==> config.mk <==
export PLATFORM = sky130hd
export DESIGN_NAME = dynamic_priority_thread_scheduler
export DESIGN_NICKNAME = d
export VERILOG_FILES = /design/src/sv/dpts_pkg.sv /design/src/sv/dpts_cell.sv /design/src/sv/dynamic_priority_thread_scheduler.sv
export SDC_FILE = /design/constraint.sdc
export NUM_CORES = 2
export LEC_CHECK = 0
export BUFFER_PORTS_ARGS = -buffer_cell sky130_fd_sc_hd__buf_4
export CAP_MARGIN = 5
export CORE_MARGIN = 10
export CORE_UTILIZATION = 35
export DETAILED_ROUTE_END_ITERATION = 10
export GPL_TIMING_DRIVEN = 0
export HOLD_SLACK_MARGIN = 0.12
export PLACE_DENSITY = 0.52
export SLEW_MARGIN = 20
export SYNTH_ARGS = -nofsm -noshare
export SYNTH_HDL_FRONTEND = slang
export SYNTH_HIERARCHICAL = 1
export SYNTH_SLANG_ARGS = --single-unit
==> constraint.sdc <==
create_clock -name i_clk -period 11.7 [get_ports i_clk]
set_input_delay 2.34 -clock i_clk [delete_from_list [all_inputs] [get_ports i_clk]]
set_output_delay 2.34 -clock i_clk [all_outputs]
set_load 0.005 [all_outputs]
==> src/sv/dpts_pkg.sv <==
// ----------------------------------------------------------------------------
// Scheduler package
// Shared constants, status codes, cell commands and types.
// ----------------------------------------------------------------------------
package dpts_pkg;

    localparam int SLOTS_DEFAULT = 16;
    localparam int WAKE_BITS     = 16;
    localparam logic [7:0] LOAD_CEILING_RESET = 8'd128;
    localparam logic [3:0] IDLE_RESET         = 4'd1;

    localparam logic [2:0] ST_UNUSED   = 3'd0;
    localparam logic [2:0] ST_RUN      = 3'd1;
    localparam logic [2:0] ST_BLK      = 3'd2;
    localparam logic [2:0] ST_SPECIAL  = 3'd3;
    localparam logic [2:0] ST_DBG_STOP = 3'd4;
    localparam logic [2:0] ST_DBG_BLK  = 3'd5;
    localparam logic [2:0] ST_HELD_RUN = 3'd6;
    localparam logic [2:0] ST_HELD_BLK = 3'd7;

    localparam logic [1:0] MODE_TICK  = 2'd0;
    localparam logic [1:0] MODE_WRITE = 2'd1;
    localparam logic [1:0] MODE_GROUP = 2'd2;

    localparam logic [1:0] GOP_STOP   = 2'd0;
    localparam logic [1:0] GOP_RESUME = 2'd1;
    localparam logic [1:0] GOP_HOLD   = 2'd2;

    localparam logic [1:0] CFG_MAX_LOAD = 2'd0;
    localparam logic [1:0] CFG_IDLE     = 2'd1;

    localparam logic [2:0] CMD_NONE     = 3'd0;
    localparam logic [2:0] CMD_WRITE    = 3'd1;
    localparam logic [2:0] CMD_GROUP    = 3'd2;
    localparam logic [2:0] CMD_AGE_WAKE = 3'd3;
    localparam logic [2:0] CMD_SUB      = 3'd4;
    localparam logic [2:0] CMD_CHARGE   = 3'd5;
    localparam logic [2:0] CMD_LOADINC  = 3'd6;
    localparam logic [2:0] CMD_DPSET    = 3'd7;

    typedef struct packed {
        logic [2:0] op;
        logic [2:0] status;
        logic [7:0] prio;
        logic [7:0] pid;
        logic [1:0] gop;
        logic [8:0] lowest;
        logic [7:0] max_load;
    } t_cmd;

    typedef struct packed {
        logic [2:0] status;
        logic [7:0] proc_id;
        logic [7:0] sprio;
        logic [8:0] dprio;
        logic [7:0] load;
        logic       inr;
    } t_entry;

endpackage

==> src/sv/dpts_cell.sv <==
// ----------------------------------------------------------------------------
// Scheduler thread cell
// Holds one thread entry and applies the broadcast command to it.
// ----------------------------------------------------------------------------
module dpts_cell
    import dpts_pkg::*;
#(
    parameter int IDX_W = 4,
    parameter int INDEX = 0
) (
    input  logic             i_clk,
    input  logic             i_rst_n,
    input  t_cmd             i_cmd,
    input  logic [IDX_W-1:0] i_sel,
    input  logic [IDX_W-1:0] i_run,
    input  logic             i_wake,
    output t_entry           o_entry
);

    t_entry r_e, n_e;
    logic   hit;
    logic [8:0] diff;

    assign hit  = (i_sel == IDX_W'(INDEX));
    assign diff = r_e.dprio - i_cmd.lowest;

    always_comb begin
        n_e = r_e;
        unique case (i_cmd.op)
            CMD_NONE: begin
            end
            CMD_WRITE: begin
                if (hit) begin
                    n_e.status  = i_cmd.status;
                    n_e.proc_id = i_cmd.pid;
                    n_e.sprio   = i_cmd.prio;
                    n_e.dprio   = {1'b0, i_cmd.prio};
                    n_e.load    = 8'd0;
                    n_e.inr     = 1'b0;
                end
            end
            CMD_GROUP: begin
                if (r_e.proc_id == i_cmd.pid) begin
                    case (i_cmd.gop)
                        GOP_STOP: begin
                            if (r_e.status == ST_RUN) n_e.status = ST_DBG_STOP;
                            else if (r_e.status == ST_BLK) n_e.status = ST_DBG_BLK;
                        end
                        GOP_RESUME: begin
                            if (r_e.status == ST_DBG_STOP) n_e.status = ST_RUN;
                            else if (r_e.status == ST_DBG_BLK) n_e.status = ST_BLK;
                        end
                        GOP_HOLD: begin
                            if (i_run != IDX_W'(INDEX)) begin
                                if (r_e.status == ST_RUN) n_e.status = ST_HELD_RUN;
                                else if (r_e.status == ST_BLK) n_e.status = ST_HELD_BLK;
                            end
                        end
                        default: begin
                            if (r_e.status == ST_HELD_RUN) n_e.status = ST_RUN;
                            else if (r_e.status == ST_HELD_BLK) n_e.status = ST_BLK;
                        end
                    endcase
                end
            end
            CMD_AGE_WAKE: begin
                if (r_e.load != 8'd0) n_e.load = r_e.load - 8'd1;
                if (r_e.status == ST_BLK && i_wake) n_e.status = ST_RUN;
            end
            CMD_SUB: begin
                n_e.inr = 1'b0;
                if (r_e.status == ST_RUN) begin
                    n_e.dprio = diff;
                    n_e.inr   = (diff == 9'd0);
                end
            end
            CMD_CHARGE: begin
                if (hit && r_e.load != 8'hFF) n_e.load = r_e.load + 8'd1;
            end
            CMD_LOADINC: begin
                if (hit && r_e.load < i_cmd.max_load) n_e.load = r_e.load + 8'd1;
            end
            CMD_DPSET: begin
                if (hit) n_e.dprio = {1'b0, r_e.sprio} + {1'b0, r_e.load};
            end
            default: begin
            end
        endcase
    end

    always_ff @(posedge i_clk) begin
        if (!i_rst_n) begin
            r_e <= '0;
        end else begin
            r_e <= n_e;
        end
    end

    assign o_entry = r_e;

endmodule

==> src/sv/dynamic_priority_thread_scheduler.sv <==
// ----------------------------------------------------------------------------
// Dynamic priority thread scheduler
// A row of thread cells driven by a serial sequencer that scans the row.
// ----------------------------------------------------------------------------
// Items arrive on the s_axis channel, one per transfer; every item gives one
// result transfer on m_axis. Mode 0 is a schedule tick, mode 1 writes one
// entry, mode 2 applies a debug or hold operation to the entries of a pid.
// A tick first scans the entries after the running one for the next round
// member; if none is found it plans a round, walking the row once for the
// lowest dynamic priority and once to pick the next thread, one entry per
// cycle. The walks go over the cell row through a single read port.
// The cfg channel writes max_load (index 0) and idle_index (index 1) and is
// always ready. Reset clears every entry, the running index and the round
// count, and loads max_load 128 and idle_index 1. The output register holds a
// result while the receiver stalls; a new item is taken meanwhile, and its
// result waits until the held one is transferred.
// ----------------------------------------------------------------------------
module dynamic_priority_thread_scheduler
    import dpts_pkg::*;
#(
    parameter int THREAD_SLOTS = SLOTS_DEFAULT
) (
    input  logic        i_clk,
    input  logic        i_rst_n,
    input  logic        s_axis_tvalid,
    output logic        s_axis_tready,
    // mode[1:0], wake_mask[17:2], entry_index[21:18], new_status[24:22],
    // base_priority[32:25], proc_id[40:33], group_op[42:41], zero fill
    input  logic [47:0] s_axis_tdata,
    output logic        m_axis_tvalid,
    input  logic        m_axis_tready,
    // running_thread[3:0], is_idle[4], rejected[5], round_number[37:6], fill
    output logic [39:0] m_axis_tdata,
    input  logic        i_cfg_valid,
    output logic        o_cfg_ready,
    input  logic [1:0]  i_cfg_index,
    input  logic [7:0]  i_cfg_data
);

    localparam int IDX_W = $clog2(THREAD_SLOTS);
    localparam logic [IDX_W-1:0] LAST = IDX_W'(THREAD_SLOTS - 1);

    localparam logic [3:0] S_IDLE   = 4'd0;
    localparam logic [3:0] S_DISP   = 4'd1;
    localparam logic [3:0] S_SCAN   = 4'd2;
    localparam logic [3:0] S_AGE    = 4'd3;
    localparam logic [3:0] S_MIN    = 4'd4;
    localparam logic [3:0] S_SUB    = 4'd5;
    localparam logic [3:0] S_CHARGE = 4'd6;
    localparam logic [3:0] S_INC    = 4'd7;
    localparam logic [3:0] S_DPSET  = 4'd8;
    localparam logic [3:0] S_OUT    = 4'd9;

    logic [3:0]       r_state;
    logic [47:0]      r_in;
    logic [IDX_W-1:0] r_j, r_run, r_nxt;
    logic             r_found, r_rej;
    logic [8:0]       r_low;
    logic [31:0]      r_round;
    logic [7:0]       r_max_load;
    logic [3:0]       r_idle;
    logic             r_ovalid;
    logic [39:0]      r_odata;

    t_entry           entries [THREAD_SLOTS];
    t_entry           cur;
    t_cmd             cmd;
    logic [IDX_W-1:0] sel, idle_eff, wr_idx;
    logic [31:0]      idle32, wr32, run32;
    logic             wr_ok, rej_now;

    logic [1:0]  in_mode;
    logic [15:0] in_wake;
    logic [3:0]  in_idx;
    logic [2:0]  in_status;
    logic [7:0]  in_prio, in_pid;
    logic [1:0]  in_gop;

    assign in_mode   = r_in[1:0];
    assign in_wake   = r_in[17:2];
    assign in_idx    = r_in[21:18];
    assign in_status = r_in[24:22];
    assign in_prio   = r_in[32:25];
    assign in_pid    = r_in[40:33];
    assign in_gop    = r_in[42:41];

    assign cur      = entries[r_j];
    assign idle32   = 32'(r_idle);
    assign idle_eff = (idle32 < 32'(THREAD_SLOTS)) ? idle32[IDX_W-1:0] : '0;
    assign wr32     = 32'(in_idx);
    assign wr_idx   = wr32[IDX_W-1:0];
    assign wr_ok    = wr32 < 32'(THREAD_SLOTS);
    assign run32    = 32'(r_run);
    assign rej_now  = (in_gop == GOP_STOP) && (entries[r_run].proc_id == in_pid);

    generate
        for (genvar g = 0; g < THREAD_SLOTS; g++) begin : g_cell
            logic wake_bit;
            if (g < WAKE_BITS) begin : g_wake
                assign wake_bit = in_wake[g];
            end else begin : g_nowake
                assign wake_bit = 1'b0;
            end
            dpts_cell #(.IDX_W(IDX_W), .INDEX(g)) u_cell (
                .i_clk   (i_clk),
                .i_rst_n (i_rst_n),
                .i_cmd   (cmd),
                .i_sel   (sel),
                .i_run   (r_run),
                .i_wake  (wake_bit),
                .o_entry (entries[g])
            );
        end
    endgenerate

    always_comb begin
        cmd          = '0;
        cmd.op       = CMD_NONE;
        cmd.status   = in_status;
        cmd.prio     = in_prio;
        cmd.pid      = in_pid;
        cmd.gop      = in_gop;
        cmd.lowest   = r_low;
        cmd.max_load = r_max_load;
        sel          = r_nxt;
        unique case (r_state)
            S_DISP: begin
                sel = wr_idx;
                if (in_mode == MODE_WRITE && wr_ok) cmd.op = CMD_WRITE;
                else if (in_mode == MODE_GROUP && !rej_now) cmd.op = CMD_GROUP;
            end
            S_AGE:    cmd.op = CMD_AGE_WAKE;
            S_SUB:    cmd.op = CMD_SUB;
            S_CHARGE: begin
                sel = r_run;
                if (cur.inr) cmd.op = CMD_CHARGE;
            end
            S_INC:    cmd.op = CMD_LOADINC;
            S_DPSET:  cmd.op = CMD_DPSET;
            default: begin
            end
        endcase
    end

    always_ff @(posedge i_clk) begin
        if (!i_rst_n) begin
            r_state    <= S_IDLE;
            r_run      <= '0;
            r_round    <= '0;
            r_max_load <= LOAD_CEILING_RESET;
            r_idle     <= IDLE_RESET;
            r_ovalid   <= 1'b0;
            r_j        <= '0;
            r_nxt      <= '0;
            r_found    <= 1'b0;
            r_rej      <= 1'b0;
            r_low      <= '1;
        end else begin
            if (i_cfg_valid) begin
                if (i_cfg_index == CFG_MAX_LOAD) r_max_load <= i_cfg_data;
                else if (i_cfg_index == CFG_IDLE) r_idle <= i_cfg_data[3:0];
            end
            if (r_ovalid && m_axis_tready && r_state != S_OUT) r_ovalid <= 1'b0;
            unique case (r_state)
                S_IDLE: begin
                    if (s_axis_tvalid) begin
                        r_in    <= s_axis_tdata;
                        r_state <= S_DISP;
                    end
                end
                S_DISP: begin
                    r_rej <= (in_mode == MODE_GROUP) && rej_now;
                    if (in_mode != MODE_TICK) begin
                        r_state <= S_OUT;
                    end else if (r_run == LAST) begin
                        r_state <= S_AGE;
                    end else begin
                        r_j     <= r_run + 1'b1;
                        r_state <= S_SCAN;
                    end
                end
                S_SCAN: begin
                    if (cur.inr && cur.status == ST_RUN) begin
                        r_nxt   <= r_j;
                        r_state <= S_INC;
                    end else if (r_j == LAST) begin
                        r_state <= S_AGE;
                    end else begin
                        r_j <= r_j + 1'b1;
                    end
                end
                S_AGE: begin
                    r_round <= r_round + 32'd1;
                    r_low   <= '1;
                    r_j     <= '0;
                    r_state <= S_MIN;
                end
                S_MIN: begin
                    if (cur.status == ST_RUN && cur.dprio < r_low) r_low <= cur.dprio;
                    if (r_j == LAST) r_state <= S_SUB;
                    else r_j <= r_j + 1'b1;
                end
                S_SUB: begin
                    r_j     <= '0;
                    r_found <= 1'b0;
                    r_state <= S_CHARGE;
                end
                S_CHARGE: begin
                    if (cur.inr && !r_found) begin
                        r_found <= 1'b1;
                        r_nxt   <= r_j;
                    end
                    if (r_j == LAST) begin
                        if (!r_found && !cur.inr) r_nxt <= idle_eff;
                        r_state <= S_INC;
                    end else begin
                        r_j <= r_j + 1'b1;
                    end
                end
                S_INC: begin
                    r_run   <= r_nxt;
                    r_state <= S_DPSET;
                end
                S_DPSET: begin
                    r_state <= S_OUT;
                end
                S_OUT: begin
                    if (!r_ovalid || m_axis_tready) begin
                        r_ovalid <= 1'b1;
                        r_odata  <= {2'b00, r_round, r_rej,
                                     (r_run == idle_eff), run32[3:0]};
                        r_rej    <= 1'b0;
                        r_state  <= S_IDLE;
                    end
                end
                default: r_state <= S_IDLE;
            endcase
        end
    end

    assign s_axis_tready = (r_state == S_IDLE);
    assign m_axis_tvalid = r_ovalid;
    assign m_axis_tdata  = r_odata;
    assign o_cfg_ready   = 1'b1;

endmodule
=== After elaboration in Yosys (flattened, before gate mapping) ===
Cells that the tools add are included.

* Bits in registers: 745
* Word-level logic and storage cells: 1214
* Output and inout port bits: 43

* Equal/unequal tests: 404
* Reduce and logical (&&, ||, !) cells: 202
* Add/subtract/negate cells: 67
* Order comparisons: 21
* Bitwise gates (word level): 3
* Mux-type cells: 408

{| class="wikitable"
|+ Operators with widths
! cell !! number
|-
| 37-bit two-way mux || 18
|-
| 3-bit two-way mux || 177
|-
| 8-bit case mux with 4 select lines || 16
|-
| 9-bit case mux with 3 select lines || 16
|-
| 8-bit two-way mux || 48
|-
| 9-bit two-way mux || 33
|-
| 37-bit binary-select mux with 4-bit select || 2
|-
| 3-bit case mux with 3 select lines || 32
|-
| 2-bit by 1-bit != test with 1-bit output (second input constant) || 128
|-
| 3-bit equality test (second input constant) || 68
|-
| 4-bit by 2-bit != test with 1-bit output (second input constant) || 50
|-
| 8-bit by 8-bit adder with 9-bit output || 16
|-
| 9-bit logical NOT || 16
|-
| 9-bit AND reduction || 16
|-
| 9-bit subtractor || 16
|-
| 8-bit equality test || 17
|-
| 8-bit by 1-bit adder with 8-bit output (second input constant) || 16
|-
| 8-bit less-than comparator || 16
|-
| 8-bit != test (second input constant) || 16
|-
| 8-bit nonzero test || 16
|-
| 8-bit by 1-bit subtractor with 8-bit output (second input constant) || 16
|-
| 6-bit by 3-bit != test with 1-bit output (second input constant) || 16
|-
| 5-bit AND reduction || 17
|-
| 2-bit AND reduction || 37
|-
| other kinds (43) || 286
|}

=== Longest topological paths before layout ===
* Word-level depth: 14
* Mapped depth: 22

=== Modules after synthesis ===
Netlist, hierarchy kept.

{| class="wikitable"
|+ Modules (own cells, without submodules)
! module !! times used !! area an instance (sq um) !! sequential area each (sq um) !! cells each
|-
| dynamic_priority_thread_scheduler || 1 || 8793.4 || 3873.7 || 727
|-
| dpts_cell at g_cell[1].u_cell ... || 2 || 3134.3 || 740.7 || 389
|-
| dpts_cell at g_cell[5].u_cell ... || 2 || 3103.0 || 740.7 || 399
|-
| dpts_cell at g_cell[13].u_cell ... || 2 || 3080.5 || 740.7 || 401
|-
| dpts_cell at g_cell[4].u_cell || 1 || 3156.8 || 740.7 || 387
|-
| dpts_cell at g_cell[9].u_cell || 1 || 3109.2 || 740.7 || 404
|-
| dpts_cell at g_cell[0].u_cell || 1 || 3101.7 || 740.7 || 399
|-
| dpts_cell at g_cell[10].u_cell || 1 || 3086.7 || 740.7 || 404
|-
| dpts_cell at g_cell[3].u_cell || 1 || 3084.2 || 740.7 || 404
|-
| dpts_cell at g_cell[12].u_cell || 1 || 3083.0 || 740.7 || 404
|-
| dpts_cell at g_cell[11].u_cell || 1 || 3065.4 || 740.7 || 396
|-
| dpts_cell at g_cell[7].u_cell || 1 || 2996.6 || 740.7 || 392
|-
| dpts_cell at g_cell[8].u_cell || 1 || 2985.4 || 740.7 || 391
|-
| dpts_cell at g_cell[15].u_cell || 1 || 2962.8 || 740.7 || 392
|}

=== Worst setup path after synthesis ===
No wires, ideal clock.

* Path type: flip-flop to flip-flop
* Start: reg r_in[42]
* End: reg g_cell[8].u_cell.r_e, in the netlist g_cell[8].u_cell/o_entry[8]
* Cell stages (with the launch flop): 15
* Period minus slack after synthesis: 9428 ps
* Setup time: 60 ps
* Slack: 2272 ps
* Arrival: 9368 ps
* Path buffers: 1
* Path through: edfxtp_1 -> nor2_1 -> nand4_1 -> nor4_1 -> o41ai_1 -> buf_2 -> nor2b_1 -> o21ai_0 -> ha_1 -> a21oi_1 -> o221ai_1 -> o41ai_1 -> mux2_2 -> o21ai_0 -> o311a_1

{| class="wikitable"
|+ RTL lines
! element !! line !! text
|-
| start, declared || dynamic_priority_thread_scheduler.sv:55 || <nowiki>logic [47:0] r_in;</nowiki>
|-
| start signal, assigned || dynamic_priority_thread_scheduler.sv:167 || <nowiki>r_in <= s_axis_tdata;</nowiki>
|-
| end signal, assigned || dpts_cell.sv:95 || <nowiki>r_e <= n_e;</nowiki>
|-
| end, declared || dpts_cell.sv:20 || <nowiki>t_entry r_e, n_e;</nowiki>
|}

==> out/results.tsv <==
metric	value	unit
outcome	finished clean	
leak pwr	27.2	nW
# fillers	16700	
WP data arrival	8360	ps
proportion of power drawn by flip-flops and latches	36.8	%
power share of the clock group	43.9	%
largest voltage drop on the vdd net	0.0948	mV
Startpoint Class	flip-flop	
post-cts sizing count	0	
TritonCTS Buffers	97	
final-stage net count	7981	
global-route congestion overflow total	0	
sequential standard cell area	0.0158	sq mm
required time at the endpoint of the critical path	12340	ps
antenna violations before repair	10	
kind of capture point of the worst setup path	flip-flop	
total power of the final layout	0.00739	W
number of distinct library cells after synthesis	135	
total DRC errors in the routed layout	0	
Power per Cell Area	110	mW/mm^2
switching power	0.00235	W
Iteration-0 DRC Markers	5468	
count of pins on the block boundary	106	
internal power	0.00504	W
portion of the clock cycle consumed by the worst path in the final layout	66.0	%
number of enable-type register cells in the synthesized netlist	81	
pre-CTS WS	4080	ps
post-CTS setup-driven buffer insertion count	0	
number of buffers on the longest clock path	3	
setup violation total in the final timing report	0	
sw frac	31.8	%
number of storage elements in the synthesis netlist	745	
number of optimization iterations in the first detailed-route pass	6	
share of synthesized area occupied by flip-flops and latches	27.1	%
max-capacitance violation count	0	
reg-to-reg setup timing slack	3980	ps
worst slew margin relative to its limit	22.2	%
area of the placeable core	0.165	sq mm
hpwl dp	174000	um
gate count of the mapped netlist	7078	
Sinks on Clock Net	745	
latest clock arrival within the worst-skew pair	750	ps
global placer's final weighted congestion	0.931	
flip-flop cell with the highest count after synthesis	dfxtp_1	
Warnings, synthesis	6	
total area of multi-input combinational cells	0.0393	sq mm
highest net fanout along the worst path	10	
final instance count without filler cells	9658	
DIE AREA	0.183	sq mm
effective utilization at floorplan	35.2	%
CTS H-tree depth	3	
layout cell share with drive strength beyond 1	9.87	%
wire length of the first global-routing pass	338000	um
highest clock rate	130	MHz
max-slew violation count	0	
Clock Tree Root	clkbuf_16	
Worst Tran Pin Value	1160	ps
detail-routed net length per standard cell	23.9	um
Port Buf Inserts	97	
RSZ-0062 raised after global routing	no	
Setup Total Neg Slack	0	ps
clock tree from TritonCTS	built	
width of the die	427	um
part of the power in combinational logic	19.4	%
number of placed cells counting well taps	9470	
path type of the worst setup path	reg2reg	
DRT antenna net count	0	
via-per-instance ratio	5.84	
number of hold buffers added after cts	0	
Hold/Removal Path Class	reg2reg	
Post-Route Skew	40.1	ps
# rows	149	
overall track demand over capacity in global routing	24.2	%
PnR worst setup slack	3980	ps
vias in the first global route	52000	
Post-Synthesis Mean Instance Area	8.20	sq um
clock transition at the register clock pins on the worst setup and hold paths after CTS	60	ps
pin count of the biggest net entering global routing	61	
vias	56400	
shortest period the worst path allows	7720	ps
post-synthesis async set-or-reset flop share	0	%
Netlist Area Pre-Place	0.0581	sq mm
Layout area overhead	15.3	%
number of failing hold endpoints at the final stage	0	
Chip Height	427	um
drt total wl	231000	um
[cell families after synthesis]
logic type               share of synthesized area (%)
AND/OR/NAND/NOR                                   21.7
XOR/XNOR                                          6.85
other                                           0.0129
flip-flops                                        27.1
AO/OA/AOI/OAI                                     21.6
adder cells (fa/ha/maj)                           12.2
multiplexers                                      5.07
buffers and inverters                             5.47
[metrics by stage]
| stage | hold slack [ps] | utilization [%] | instance area, sq um |
|---|---|---|---|
| floorplan | 408 | - | 58100 |
| global placement | 419 | 37.3 | 61500 |
| detailed placement | 420 | 38.5 | 63500 |
| CTS | 439 | 40.5 | 66900 |
| global route | 452 | 40.6 | 66900 |
| finish | 441 | 40.6 | 66900 |
[worst max-delay path: stages (launching register included)]
cell and delay [ps]:
dfxtp_2 670, buf_16 240, buf_2 330, buf_2 450, buf_2 400, mux4_2 390
mux2i_1 410, mux2i_1 160, xnor2_1 180, nand2_1 70, nor4_1 70, o41ai_2 710
buf_2 360, buf_2 250, buf_2 220, clkbuf_1 450, xor2_1 180, nand2_1 270
ha_1 500, nand3_1 130, o2111ai_1 210, o211ai_1 130, xnor2_1 170, or3b_2 450
a31oi_1 170
[registers in the layout, indices dropped and copies added, names as in the netlist]
register	flops
m_axis_tvalid	1
r_nxt	4
r_idle	4
r_max_load	8
g_cell.u_cell/o_entry	592
r_low	9
r_j	4
r_in	43
r_state	4
m_axis_tdata	38
r_round	32
r_run	4
r_rej	1
r_found	1
[metal layers]
layer	global-route usage, %	vias to the layer above	share of wire, %
met2	37.6	2169	43
met3	3.50	480	7.4
met1	32.8	27300	44
met5	0	-	0.0056
met4	11.3	2	5.3
li1	-	26400	-
[final cells by class]
cell class / count / share of cell area [%]
Multi-Input combinational cell: 5576 / 58.7
Inverter: 445 / 2.50
Clock buffer: 125 / 3.98
Clock inverter: 58 / 1.10
Buffer: 313 / 2.26
Tap cell: 2189 / 4.09
Timing Repair Buffer: 202 / 3.80
Antenna cell: 5 / 0.0187
Sequential cell: 745 / 23.6
[placed cells by master, fill, tap and decap left out, drive strengths merged, types with 104 or more instances in the layout]
cell type	count
ha	490
xor2	252
nand3	193
mux2i	104
o21ai	433
nand2	948
a21oi	511
nor2	450
buf	313
dfxtp	664
inv	449
nor3	142
clkbuf	327
xnor2	202
[power by group through the flow]
stage / clock (W) / combinational (W) / sequential, W
6_report: 0.00324 / 0.00143 / 0.00272
5_1_grt: 0.00340 / 0.00153 / 0.00272
4_1_cts: 0.00329 / 0.00140 / 0.00272
3_5_place_dp: 0 / 0.00139 / 0.00277
3_3_place_gp: 0 / 0.00123 / 0.00286
2_1_floorplan: 0 / 0.000860 / 0.00275
[final timing paths]
| kind | from | endpoint | depth (start not counted) |
|---|---|---|---|
| worst max-delay path | r_run[1]$_SDFFE_PN0P_ | g_cell[3].u_cell/o_entry[8]$_SDFFE_PN0P_ | 24 |
| worst min-delay path | r_round[3]$_SDFFE_PN0P_ | m_axis_tdata[9]$_DFFE_PP_ | 0 |
| worst max register to register | r_run[1]$_SDFFE_PN0P_ | g_cell[3].u_cell/o_entry[8]$_SDFFE_PN0P_ | 24 |
| worst min register to register | r_round[3]$_SDFFE_PN0P_ | m_axis_tdata[9]$_DFFE_PP_ | 0 |
[cells in the mapped netlist, types with 77 or more instances]
library cell	count	share of area [%]
xnor2_1	202	3.0
mux2i_1	103	1.8
edfxtp_1	81	4.2
ha_1	490	11
a211oi_1	102	1.3
nor3_1	132	1.1
clkbuf_1	202	1.3
nand4_1	82	0.88
a31oi_1	98	1.1
xor2_1	252	3.8
a21oi_1	509	4.4
inv_1	436	2.8
o21ai_0	411	3.5
dfxtp_1	664	23
nand2b_1	78	0.84
nand2_1	948	6.1
nor2_1	444	2.9
a21o_1	77	1.0
nand3_1	192	1.7
No activity file was read; power rests on OpenSTA's default activity.
